<file path="config.mk">
export PLATFORM = sky130hd
export DESIGN_NAME = utf8_ignorable_code_point_stripper
export DESIGN_NICKNAME = d
export VERILOG_FILES = /design/src/hdl/uics_pkg.sv /design/src/hdl/utf8_ignorable_code_point_stripper.sv /design/src/hdl/uics_decode.sv
export SDC_FILE = /design/constraint.sdc
export NUM_CORES = 1
export LEC_CHECK = 0
export BUFFER_PORTS_ARGS = -buffer_cell sky130_fd_sc_hd__clkbuf_2
export CAP_MARGIN = 20
export CORE_MARGIN = 2
export CORE_UTILIZATION = 30
export DETAILED_ROUTE_END_ITERATION = 7
export GPL_TIMING_DRIVEN = 0
export SLEW_MARGIN = 20
export SYNTH_ARGS = -nofsm -noshare
export SYNTH_HDL_FRONTEND = slang
export SYNTH_SLANG_ARGS = --single-unit
</file>
<file path="constraint.sdc">
create_clock -name clk -period 10.9 [get_ports clk]
set_clock_uncertainty 0.05 [all_clocks]
set_input_delay 1.09 -clock clk [delete_from_list [all_inputs] [get_ports clk]]
set_output_delay 1.09 -clock clk [all_outputs]
set_load 0.01 [all_outputs]
</file>
<file path="src/hdl/uics_pkg.sv">
// Shared types, byte constants and the ignorable code point table of the stripper.
`timescale 1ns / 1ps

package uics_pkg;

	localparam int unsigned CpW = 21;

	// lead bytes whose first trail byte has a narrowed range
	localparam logic [7:0] LeadE0 = 8'hE0;
	localparam logic [7:0] LeadED = 8'hED;
	localparam logic [7:0] LeadF0 = 8'hF0;
	localparam logic [7:0] LeadF4 = 8'hF4;

	localparam logic [7:0] TrailLo    = 8'h80;
	localparam logic [7:0] TrailHi    = 8'hBF;
	localparam logic [7:0] TrailLoE0  = 8'hA0;
	localparam logic [7:0] TrailHiED  = 8'h9F;
	localparam logic [7:0] TrailLoF0  = 8'h90;
	localparam logic [7:0] TrailHiF4  = 8'h8F;

	localparam logic [7:0] Lead2Lo = 8'hC2;
	localparam logic [7:0] Lead2Hi = 8'hDF;
	localparam logic [7:0] Lead3Lo = 8'hE0;
	localparam logic [7:0] Lead3Hi = 8'hEF;
	localparam logic [7:0] Lead4Lo = 8'hF0;
	localparam logic [7:0] Lead4Hi = 8'hF4;

	// results caused by one input byte: up to four data bytes, then an optional end marker
	typedef struct packed {
		logic [3:0][7:0] bytes;
		logic [2:0]      n_data;
		logic            eos;
		logic            ign;
		logic            inv;
	} uics_group_t;

	function automatic logic in_rng(input logic [CpW-1:0] cp, input logic [CpW-1:0] lo,
			input logic [CpW-1:0] hi);
		return (cp >= lo) && (cp <= hi);
	endfunction

	function automatic logic is_ignorable(input logic [CpW-1:0] cp);
		return cp == 21'h000AD || cp == 21'h0034F || cp == 21'h0061C ||
			in_rng(cp, 21'h0115F, 21'h01160) ||
			in_rng(cp, 21'h017B4, 21'h017B5) ||
			in_rng(cp, 21'h0180B, 21'h0180E) ||
			in_rng(cp, 21'h0200B, 21'h0200F) ||
			in_rng(cp, 21'h0202A, 21'h0202E) ||
			in_rng(cp, 21'h02060, 21'h0206F) ||
			cp == 21'h03164 ||
			in_rng(cp, 21'h0FE00, 21'h0FE0F) ||
			cp == 21'h0FEFF || cp == 21'h0FFA0 ||
			in_rng(cp, 21'h0FFF0, 21'h0FFF8) ||
			in_rng(cp, 21'h1BCA0, 21'h1BCA3) ||
			in_rng(cp, 21'h1D173, 21'h1D17A) ||
			in_rng(cp, 21'hE0000, 21'hE0FFF);
	endfunction

endpackage

</file>
<file path="src/hdl/utf8_ignorable_code_point_stripper.sv">
// Top level: decoder plus a two-group result queue drained one item per transfer.
`timescale 1ns / 1ps

// Takes one UTF-8 byte per transfer and returns the bytes of every well-formed,
// non-ignorable code point, followed by an end marker (m_tuser low, m_tlast high)
// after the byte flagged with s_tlast; the marker carries the ignorable and
// invalid flags for the string. A byte is decoded in the cycle after its transfer,
// while it sits in the input register; its results, if any, are written into the
// result queue as one group once the queue has space, and the master side offers the head.
// The input register takes a byte in every cycle unless it is occupied and the
// two-entry result queue is full; a code point of k bytes yields its k bytes on its
// final byte, so the input takes one byte per cycle while the queue has space, and
// the master side gives out one item per cycle while m_tready is high.
module utf8_ignorable_code_point_stripper (
	input  logic        clk,
	input  logic        arst_n,
	input  logic        s_tvalid,
	output logic        s_tready,
	input  logic [7:0]  s_tdata,   // [7:0] in_byte
	input  logic        s_tlast,   // last_byte
	output logic        m_tvalid,
	input  logic        m_tready,
	output logic [15:0] m_tdata,   // [7:0] out_byte, [8] had_ignorable, [9] had_invalid
	output logic        m_tuser,   // byte_valid
	output logic        m_tlast    // end_of_string
);

	uics_pkg::uics_group_t grp;
	uics_pkg::uics_group_t q_mem_q [2];
	uics_pkg::uics_group_t head;
	logic                  push;
	logic                  pop;
	logic                  space;
	logic [1:0]            count_q;
	logic                  head_q, tail_q;
	logic [2:0]            idx_q;
	logic [2:0]            n_items;
	logic                  is_marker;
	logic                  last_item;
	logic                  fire;

	assign space = count_q != 2'd2;

	uics_decode u_decode (
		.clk      (clk),
		.arst_n   (arst_n),
		.s_tvalid (s_tvalid),
		.s_tready (s_tready),
		.s_tdata  (s_tdata),
		.s_tlast  (s_tlast),
		.space    (space),
		.grp      (grp),
		.push     (push)
	);

	assign head      = q_mem_q[head_q];
	assign n_items   = head.n_data + {2'b0, head.eos};
	assign is_marker = idx_q == head.n_data;
	assign last_item = (idx_q + 3'd1) == n_items;
	assign m_tvalid  = count_q != 2'd0;
	assign fire      = m_tvalid && m_tready;
	assign pop       = fire && last_item;

	assign m_tuser = !is_marker;
	assign m_tlast = is_marker;
	assign m_tdata = {6'b0, is_marker && head.inv, is_marker && head.ign,
		is_marker ? 8'h00 : head.bytes[idx_q[1:0]]};

	always_ff @(posedge clk) begin
		if (push) begin
			q_mem_q[tail_q] <= grp;
		end
	end

	always_ff @(posedge clk or negedge arst_n) begin
		if (!arst_n) begin
			count_q <= '0;
			head_q  <= 1'b0;
			tail_q  <= 1'b0;
			idx_q   <= '0;
		end else begin
			if (push) begin
				tail_q <= !tail_q;
			end
			if (fire) begin
				if (last_item) begin
					idx_q  <= '0;
					head_q <= !head_q;
				end else begin
					idx_q <= idx_q + 3'd1;
				end
			end
			unique case ({push, pop})
				2'b10:   count_q <= count_q + 2'd1;
				2'b01:   count_q <= count_q - 2'd1;
				default: count_q <= count_q;
			endcase
		end
	end

endmodule

</file>
<file path="src/hdl/uics_decode.sv">
// Input register and UTF-8 decoder state; forms the result group for each byte.
`timescale 1ns / 1ps

module uics_decode (
	input  logic                  clk,
	input  logic                  arst_n,
	input  logic                  s_tvalid,
	output logic                  s_tready,
	input  logic [7:0]            s_tdata,   // [7:0] in_byte
	input  logic                  s_tlast,   // last_byte
	input  logic                  space,
	output uics_pkg::uics_group_t grp,
	output logic                  push
);

	logic                     v_s1;
	logic [7:0]               byte_s1;
	logic                     last_s1;
	logic [7:0]               pend_q [3];
	logic [1:0]               held_q, held_d;
	logic [1:0]               exp_q, exp_d;
	logic [uics_pkg::CpW-1:0] acc_q, acc_d, acc_n;
	logic                     seen_ign_q, seen_ign_d;
	logic                     seen_inv_q, seen_inv_d;
	logic                     pend_we;
	logic [1:0]               pend_wi;
	logic                     consumed;
	logic [7:0]               lo, hi;
	logic                     advance;
	logic                     take;

	assign advance  = v_s1 && space;
	assign s_tready = !v_s1 || space;
	assign take     = s_tvalid && s_tready;

	always_ff @(posedge clk or negedge arst_n) begin
		if (!arst_n) begin
			v_s1 <= 1'b0;
		end else if (take) begin
			v_s1 <= 1'b1;
		end else if (advance) begin
			v_s1 <= 1'b0;
		end
	end

	always_ff @(posedge clk) begin
		if (take) begin
			byte_s1 <= s_tdata;
			last_s1 <= s_tlast;
		end
		if (advance && pend_we) begin
			pend_q[pend_wi] <= byte_s1;
		end
	end

	always_ff @(posedge clk or negedge arst_n) begin
		if (!arst_n) begin
			held_q     <= '0;
			exp_q      <= '0;
			acc_q      <= '0;
			seen_ign_q <= 1'b0;
			seen_inv_q <= 1'b0;
		end else if (advance) begin
			held_q     <= held_d;
			exp_q      <= exp_d;
			acc_q      <= acc_d;
			seen_ign_q <= seen_ign_d;
			seen_inv_q <= seen_inv_d;
		end
	end

	always_comb begin
		exp_d      = exp_q;
		held_d     = held_q;
		acc_d      = acc_q;
		seen_ign_d = seen_ign_q;
		seen_inv_d = seen_inv_q;
		pend_we    = 1'b0;
		pend_wi    = held_q;
		consumed   = 1'b0;
		acc_n      = {acc_q[uics_pkg::CpW-7:0], byte_s1[5:0]};
		grp        = '0;
		for (int i = 0; i < 4; i++) begin
			grp.bytes[i] = byte_s1;
		end

		// narrow the first trail byte range after leads that would allow bad values
		lo = uics_pkg::TrailLo;
		hi = uics_pkg::TrailHi;
		if (held_q == 2'd1) begin
			unique case (pend_q[0])
				uics_pkg::LeadE0: lo = uics_pkg::TrailLoE0;
				uics_pkg::LeadED: hi = uics_pkg::TrailHiED;
				uics_pkg::LeadF0: lo = uics_pkg::TrailLoF0;
				uics_pkg::LeadF4: hi = uics_pkg::TrailHiF4;
				default: ;
			endcase
		end

		if (exp_q != 2'd0 && held_q != 2'd0) begin
			if (byte_s1 >= lo && byte_s1 <= hi) begin
				consumed = 1'b1;
				if (held_q == exp_q) begin
					if (uics_pkg::is_ignorable(acc_n)) begin
						seen_ign_d = 1'b1;
					end else begin
						grp.n_data = {1'b0, held_q} + 3'd1;
						for (int i = 0; i < 3; i++) begin
							if (2'(i) < held_q) begin
								grp.bytes[i] = pend_q[i];
							end
						end
					end
					exp_d  = '0;
					held_d = '0;
					acc_d  = '0;
				end else begin
					acc_d   = acc_n;
					pend_we = 1'b1;
					held_d  = held_q + 2'd1;
				end
			end else begin
				// drop the held subpart and restart on this byte
				seen_inv_d = 1'b1;
				exp_d      = '0;
				held_d     = '0;
				acc_d      = '0;
			end
		end else begin
			exp_d  = '0;
			held_d = '0;
			acc_d  = '0;
		end

		if (!consumed) begin
			priority if (!byte_s1[7]) begin
				grp.n_data = 3'd1;
			end else if (byte_s1 >= uics_pkg::Lead2Lo && byte_s1 <= uics_pkg::Lead2Hi) begin
				exp_d   = 2'd1;
				acc_d   = {16'b0, byte_s1[4:0]};
				pend_we = 1'b1;
				pend_wi = 2'd0;
				held_d  = 2'd1;
			end else if (byte_s1 >= uics_pkg::Lead3Lo && byte_s1 <= uics_pkg::Lead3Hi) begin
				exp_d   = 2'd2;
				acc_d   = {17'b0, byte_s1[3:0]};
				pend_we = 1'b1;
				pend_wi = 2'd0;
				held_d  = 2'd1;
			end else if (byte_s1 >= uics_pkg::Lead4Lo && byte_s1 <= uics_pkg::Lead4Hi) begin
				exp_d   = 2'd3;
				acc_d   = {18'b0, byte_s1[2:0]};
				pend_we = 1'b1;
				pend_wi = 2'd0;
				held_d  = 2'd1;
			end else begin
				seen_inv_d = 1'b1;
			end
		end

		if (last_s1) begin
			// an open sequence at the end is truncated
			if (exp_d != 2'd0) begin
				seen_inv_d = 1'b1;
			end
			exp_d      = '0;
			held_d     = '0;
			acc_d      = '0;
			grp.eos    = 1'b1;
			grp.ign    = seen_ign_d;
			grp.inv    = seen_inv_d;
			seen_ign_d = 1'b0;
			seen_inv_d = 1'b0;
		end

		push = advance && (grp.n_data != 3'd0 || grp.eos);
	end

endmodule

</file>
# Yosys cells after proc, flatten, opt, wreduce, memory -nomap -nowiden
# Memories as Yosys holds them, arrays and structs flattened.
# Index checks and enable logic that the tools add are counted.
[totals] reg_bits=38 out_inout_bits=20 inputBits=13 word_cells=206 ram_bits=100 mem_count=2
[memory_table] name="q_mem_q" words=2 word_bits=38 rd=1 rd_clocked_by_memory_dff=0 write_ports=1 line="utf8_ignorable_code_point_stripper.sv:29" text="uics_pkg::uics_group_t q_mem_q [2];"
[memory_table] name="u_decode.pend_q" words=3 word_bits=8 rd=3 rd_clocked_by_memory_dff=0 write_ports=1 line="uics_decode.sv:19" text="logic [7:0] pend_q [3];"
[op_classes] reduce_logical=54 n_mux=81 order_cmp=34 add_sub_neg=6 eq_ne=17
[op_table] operator="$mux 15" n=9
[op_table] operator="$mux 27" n=4
[op_table] operator="$ge 21x13->1 const B" n=3
[op_table] operator="$ge 21x14->1 const B" n=3
[op_table] operator="$le 21x13->1 const B" n=3
[op_table] operator="$le 21x14->1 const B" n=3
[op_table] operator="$mux 8" n=7
[op_table] operator="$mux 2" n=23
[op_table] operator="$eq 21x16->1 const B" n=2
[op_table] operator="$ge 21x16->1 const B" n=2
[op_table] operator="$ge 21x17->1 const B" n=2
[op_table] operator="$le 21x16->1 const B" n=2
[op_table] operator="$le 21x17->1 const B" n=2
[op_table] operator="$eq 8x8->1 const B" n=4
[op_table] operator="$mux 1" n=30
[op_table] operator="$ge 8x8->1 const B" n=3
[op_table] operator="$le 8x8->1 const B" n=3
[op_table] operator="$logic_and 1x1->1" n=24
[op_table] operator="$pmux 6 s2" n=2
[op_table] operator="$eq 21x10->1 const B" n=1
[op_table] operator="$eq 21x11->1 const B" n=1
[op_table] operator="$eq 21x14->1 const B" n=1
[op_table] operator="$eq 21x8->1 const B" n=1
[op_table] operator="$ge 21x20->1 const B" n=1
[op_table] operator="24 further kinds" n=56

# Longest topological paths before layout
[depth] depth_word=28 depth_mapped=18 mapped_depth_nobuf=17

# Hierarchy
# A second synthesis with hierarchy kept.
[hier_totals] cells_unflattened=512 hier_area_um2=6794.0
[modules_own_cells] mod="utf8_ignorable_code_point_stripper" instances=1 cells_per_inst=190 area_each_um2=3454.6 seq_area_each_um2=2457.4
[modules_own_cells] mod="uics_decode" instances=1 cells_per_inst=322 area_each_um2=3339.5 seq_area_each_um2=1541.5

# Worst setup path before layout
# Ideal clock, no wire load.
[synth_timing] path_kind="reg2reg" from="register u_decode.held_q[1]" to="memory q_mem_q[0][0] (netlist bit), enable pin" required_time_ps=10370 setup_time_ps=480 stages_incl_launch_ff=14 setup_slack_ps=4994 path_buffers=1 arrival_time_ps=5376 period_less_slack_ps=5906 cell_sequence="dfrtp_1 > clkbuf_1 > inv_1 > ha_1 > nand3_1 > nor3_1 > ha_1 > a21oi_1 > a31oi_1 > nor3_4 > nand3_2 > nor4_4 > a31oi_1 > nor3_1"
[synth_between] elab_chain_len=13 word_cells_on_any_way=23 classes_between="add/sub (1); order compare (2); eq/ne (2); mux (12); reduce/logical (6)"
[synth_rtl] item="from (decl)" line="uics_decode.sv:20" text="logic [1:0] held_q, held_d;"
[synth_rtl] item="from (signal assigned)" line="uics_decode.sv:64" text="held_q <= held_d;"
[synth_rtl] item="$eq 2x1->1" line="uics_decode.sv:90" text="if (held_q == 2'd1) begin"
[synth_rtl] item="$mux 8" line="uics_decode.sv:90"
[synth_rtl] item="$ge 8x8->1 or $le 8x8->1 (tied branches)" line="uics_decode.sv:101" text="if (byte_s1 >= lo && byte_s1 <= hi) begin"
[synth_rtl] item="$logic_and 1x1->1" line="uics_decode.sv:101"
[synth_rtl] item="$mux 27" line="uics_decode.sv:101"
[synth_rtl] item="$mux 27" line="uics_decode.sv:100" text="if (exp_q != 2'd0 && held_q != 2'd0) begin"
[synth_rtl] item="$mux 3" line="uics_decode.sv:136" text="priority if (!byte_s1[7]) begin"
[synth_rtl] item="$mux 3 (*)" line="uics_decode.sv:135" text="if (!consumed) begin"
[synth_rtl] item="$reduce_bool 3->1 (*)" line="uics_decode.sv:176" text="push = advance && (grp.n_data != 3'd0 || grp.eos);"
[synth_rtl] item="$logic_or 1x1->1 (*)" line="uics_decode.sv:176"
[synth_rtl] item="$logic_and 1x1->1 (*)" line="uics_decode.sv:176"
[synth_rtl] item="$mux 1 (*)" line="utf8_ignorable_code_point_stripper.sv:70" text="if (push) begin"
[synth_rtl] item="$mux 1 (implied by the code) (*)" line="utf8_ignorable_code_point_stripper.sv:71" text="q_mem_q[tail_q] <= grp;"
[synth_rtl] item="to (decl)" line="utf8_ignorable_code_point_stripper.sv:29"
# Mark *: on every way between the ends. The rest lies on a longest branch, timed or not.

# Worst setup path after layout
[layout_timing] from="register u_decode.held_q[1]" to="memory q_mem_q[0][17] (netlist bit), enable pin"
# Same word-level chain as after synthesis.

==> metrics.md <==
| Metric | Value |
|---|---|
| Post-synth EDFFs | 109 |
| CTS tree | done |
| Layout cells sized above 1 | 26.7% |
| DIE AREA | 23600 µm² |
| Hold-fix buffers, CTS | 0 |
| Leak pwr | 2.84 nW |
| Largest net degree at the start of global routing | 30 |
| Die H | 154 µm |
| Non-filler instance count after layout | 849 |
| Async SR Flop Fraction | 21.0% |
| Final hold vios | 0 |
| Die W | 154 µm |
| R2r endpoint | q_mem_q[0][17]$_DFFE_PP_ |
| Net Sw Power | 0.624 mW |
| RSZ-0062 raised after global routing | no |
| Worst-path fanout max | 10 |
| Worst Reg-to-Reg Cells | 16 |
| Layout Utilization | 36.1% |
| Worst-Skew Late Latency | 0.42 ns |
| Clock power frac | 29.3% |
| Sequential area share after synthesis | 59.5% |
| Ys Warns | 0 |
| Crit-path slowest cell | nor4_4 |
| Final worst-path cycle share | 42.9% |
| Routed Antenna Nets | 0 |
| Ys flop type | edfxtp_1 |
| TNS Setup | 0 ns |
| Sink Count | 138 |
| Yosys top cell by area | edfxtp_1 |
| Io pins | 33 |
| Initial antenna violation count | 0 |
| Core Box Area | 21900 µm² |
| Initial core utilization | 30.7% |
| Setup Fix Bufs, Post-CTS | 0 |
| Global route total overflow | 0 |
| Crit path arrival time | 4.75 ns |
| Switching share of power | 33.1% |
| Port Buffers | 26 |
| Synth top area share | 48.7% |
| Area Growth Syn to Fin | 17.6% |
| CTS Buffer Depth | 2 |
| Area post-placement | 7340 µm² |
| WL per Instance | 19.0 µm |
| Cell Rows | 54 |
| Hold/Removal Path Class | flop to flop |
| Vias in the first global route | 4533 |
| Crit path from | u_decode.held_q[1]$_DFFE_PN0P_ |
| Final min period | 4.68 ns |
| Global-route wire length before repair | 25900 µm |
| Reg-to-reg slack, setup | 6.22 ns |
| Crit path cell chain | clkbuf_1 > inv_1 > ha_1 > nand3_1 > nor3_1 > ha_1 > a21oi_1 > a31oi_1 > nor3_4 > nand3_2 > nor4_4 > a31oi_1 > nor3_2 > buf_4 > buf_6 > buf_4 |
| Total power density per cell area | 239 nW/µm² |
| Mapped Avg Cell Area | 13.6 µm² |
| Reg2reg start | u_decode.held_q[1]$_DFFE_PN0P_ |
| Layout net count | 580 |
| Drt total wl | 16100 µm |
| Max VDD drop | 0.120 mV |
| Hold endpoint | q_mem_q[1][2]$_DFFE_PP_ |
| H-Tree Depth | 4 |
| Post-synth cell types | 69 |
| Hold path depth | 0 |
| Clk slew on worst S/H paths | 0.06 ns |
| Crit end category | flop |
| Critical path class | flop to flop |
| Synthesized cell area | 6720 µm² |
| Comb power frac | 31.3% |
| Slew HR | 38.0% |
| Synthesis-stage register bit count | 138 |
| CP delay by family, top | simple AND/OR/NAND/NOR gates |
| Critical Path RT | 10.98 ns |
| Placed Instances | 817 |
| Fmax | 214 MHz |
| Residual DRC | 0 |
| RePlAce Congestion | 0.867 |
| CP max stage delay | 0.72 ns |
| Worst Max-Slew Pin Slew | 0.930 ns |
| Ant. Diodes | 0 |
| GRT Overall Usage | 14.2% |
| Final Total Pwr | 1.89 mW |
| Detailed-route via count | 4504 |
| Top cells by area, synth | edfxtp_1, dfrtp_1, mux4_2 |
| TritonRoute pass-1 iters | 5 |
| Worst Min Path Start | u_decode.last_s1$_DFFE_PP_ |
| Sequential share of power | 39.4% |
| Status | complete, no violations |
| Final Cell Area | 7900 µm² |
| Post_cts resized | 0 |
| Detailed placer's ending HPWL | 11300 µm |
| Final setup fails | 0 |
| CTS Buf Count | 17 |
| Pint | 1.26 mW |
| Max cap viols | 0 |
| Clock root buffer | clkbuf_16 |
| 1st-iter DRT viols | 412 |
| Post-Synthesis Cells | 495 |
| Critical path launch point type | flop |
| Vias/cell | 5.31 |
| Max-slew violation count | 0 |
| Worst path bufs/invs | 5 |
| Cell depth of the worst setup path | 16 |
[final cells by class]
type,instances,area [µm²]
inverter,12,45.0
multi-input combinational,314,2530
clock buffer,18,429
tap,280,350
buffer,36,188
timing repair buffer,37,224
sequential,138,4000
fill,2138,14000
clock inverter,14,136
[registers in the layout, summed over array words and instances (netlist names)]
register	cells
u_decode.v_s1	1
u_decode.last_s1	1
head_q	1
u_decode.exp_q	2
u_decode.byte_s1	8
count_q	2
u_decode.held_q	2
u_decode.seen_inv_q	1
idx_q	3
u_decode.acc_q	15
q_mem_q	76
u_decode.pend_q	24
u_decode.seen_ign_q	1
tail_q	1
[metal layers]
layer,vias up,wire [µm],global-route usage [%]
li1,2046,-,-
met1,2285,7100,18.7
met2,139,7990,23.3
met3,34,748,3.13
met4,0,278,4.41
met5,-,0,0
[worst reg2reg max path, cell delays in order, from the launching register on]
cell      delay [ns]
dfrtp_1         0.35
clkbuf_1        0.33
inv_1           0.17
ha_1            0.21
nand3_1         0.15
nor3_1          0.08
ha_1            0.29
a21oi_1         0.16
a31oi_1         0.09
nor3_4          0.27
nand3_2         0.14
nor4_4          0.72
a31oi_1         0.30
nor3_2          0.41
buf_4           0.28
buf_6           0.17
buf_4           0.20
[how the worst max path moves through the flow]
stage | endpoint | slack [ns]
5_1_grt | q_mem_q[1][17]$_DFFE_PP_ | 5.82
4_1_cts | q_mem_q[1][31]$_DFFE_PP_ | 6.17
3_3_place_gp | q_mem_q[0][22]$_DFFE_PP_ | 3.24
3_5_place_dp | q_mem_q[1][30]$_DFFE_PP_ | 6.18
6_report | q_mem_q[0][17]$_DFFE_PP_ | 6.22
2_1_floorplan | q_mem_q[0][0]$_DFFE_PP_ | 4.99
[cell usage after synthesis, types with 3 or more instances]
master and instances:
edfxtp_1 109, nor2_1 30, dfrtp_1 29, nand2_1 26, mux2_2 23, nor3_1 20
mux4_2 16, a22o_1 15, a21oi_1 12, buf_2 12, inv_1 12, mux2i_1 12
ha_1 11, clkbuf_1 10, nand3_1 10, nand4_1 10, o21ai_0 10, xnor2_1 10
nor4_1 9, buf_4 8, nand2b_1 6, a31oi_1 5, and2_1 5, buf_1 5
nand3b_1 5, nor2b_1 5, xor2_1 4, a311oi_1 3, nand4b_1 3, nor3b_1 3
o21ba_2 3, or2_2 3, or3_1 3
[metrics by stage]
stage,hold WS (ns),setup slack (ns)
3_5_place_dp,0.434,6.18
3_3_place_gp,0.432,3.24
2_1_floorplan,0.393,4.99
4_1_cts,0.447,6.17
5_1_grt,0.463,5.82
6_report,0.446,6.22
[power groups by stage]
stage	clock network, mW	logic (mW)	registers, mW
3_5_place_dp	0	0.600	0.753
2_1_floorplan	0	0.405	0.739
4_1_cts	0.563	0.604	0.743
6_report	0.552	0.591	0.742
3_3_place_gp	0	0.561	0.757
5_1_grt	0.587	0.655	0.752
[cells by family after synthesis]
group,after synthesis,synth area share [%]
and+or+nand+nor,157,13.5
DFF,138,59.5
AOI/OAI and AO/OA,74,8.36
muxes,52,11.2
buffers and inverters,48,3.46
xor gates and xnor gates,14,1.83
adders and majority gates,11,2.05
other,1,0.0558
[layout by cell type, fill, tap and decap left out, types with 11 or more instances in the layout]
master and count:
edfxtp_1 109, dfrtp_1 29, a22o_1 15, clkbuf_16 17, clkbuf_2 26, clkbuf_1 11
mux4_2 16, nor3_1 15, nor2_1 30, mux2i_1 12, mux2_2 23, buf_2 12
inv_1 12, ha_1 11, buf_4 16, nand2_1 26, a21oi_1 12
(Power assumes the default switching activity.)
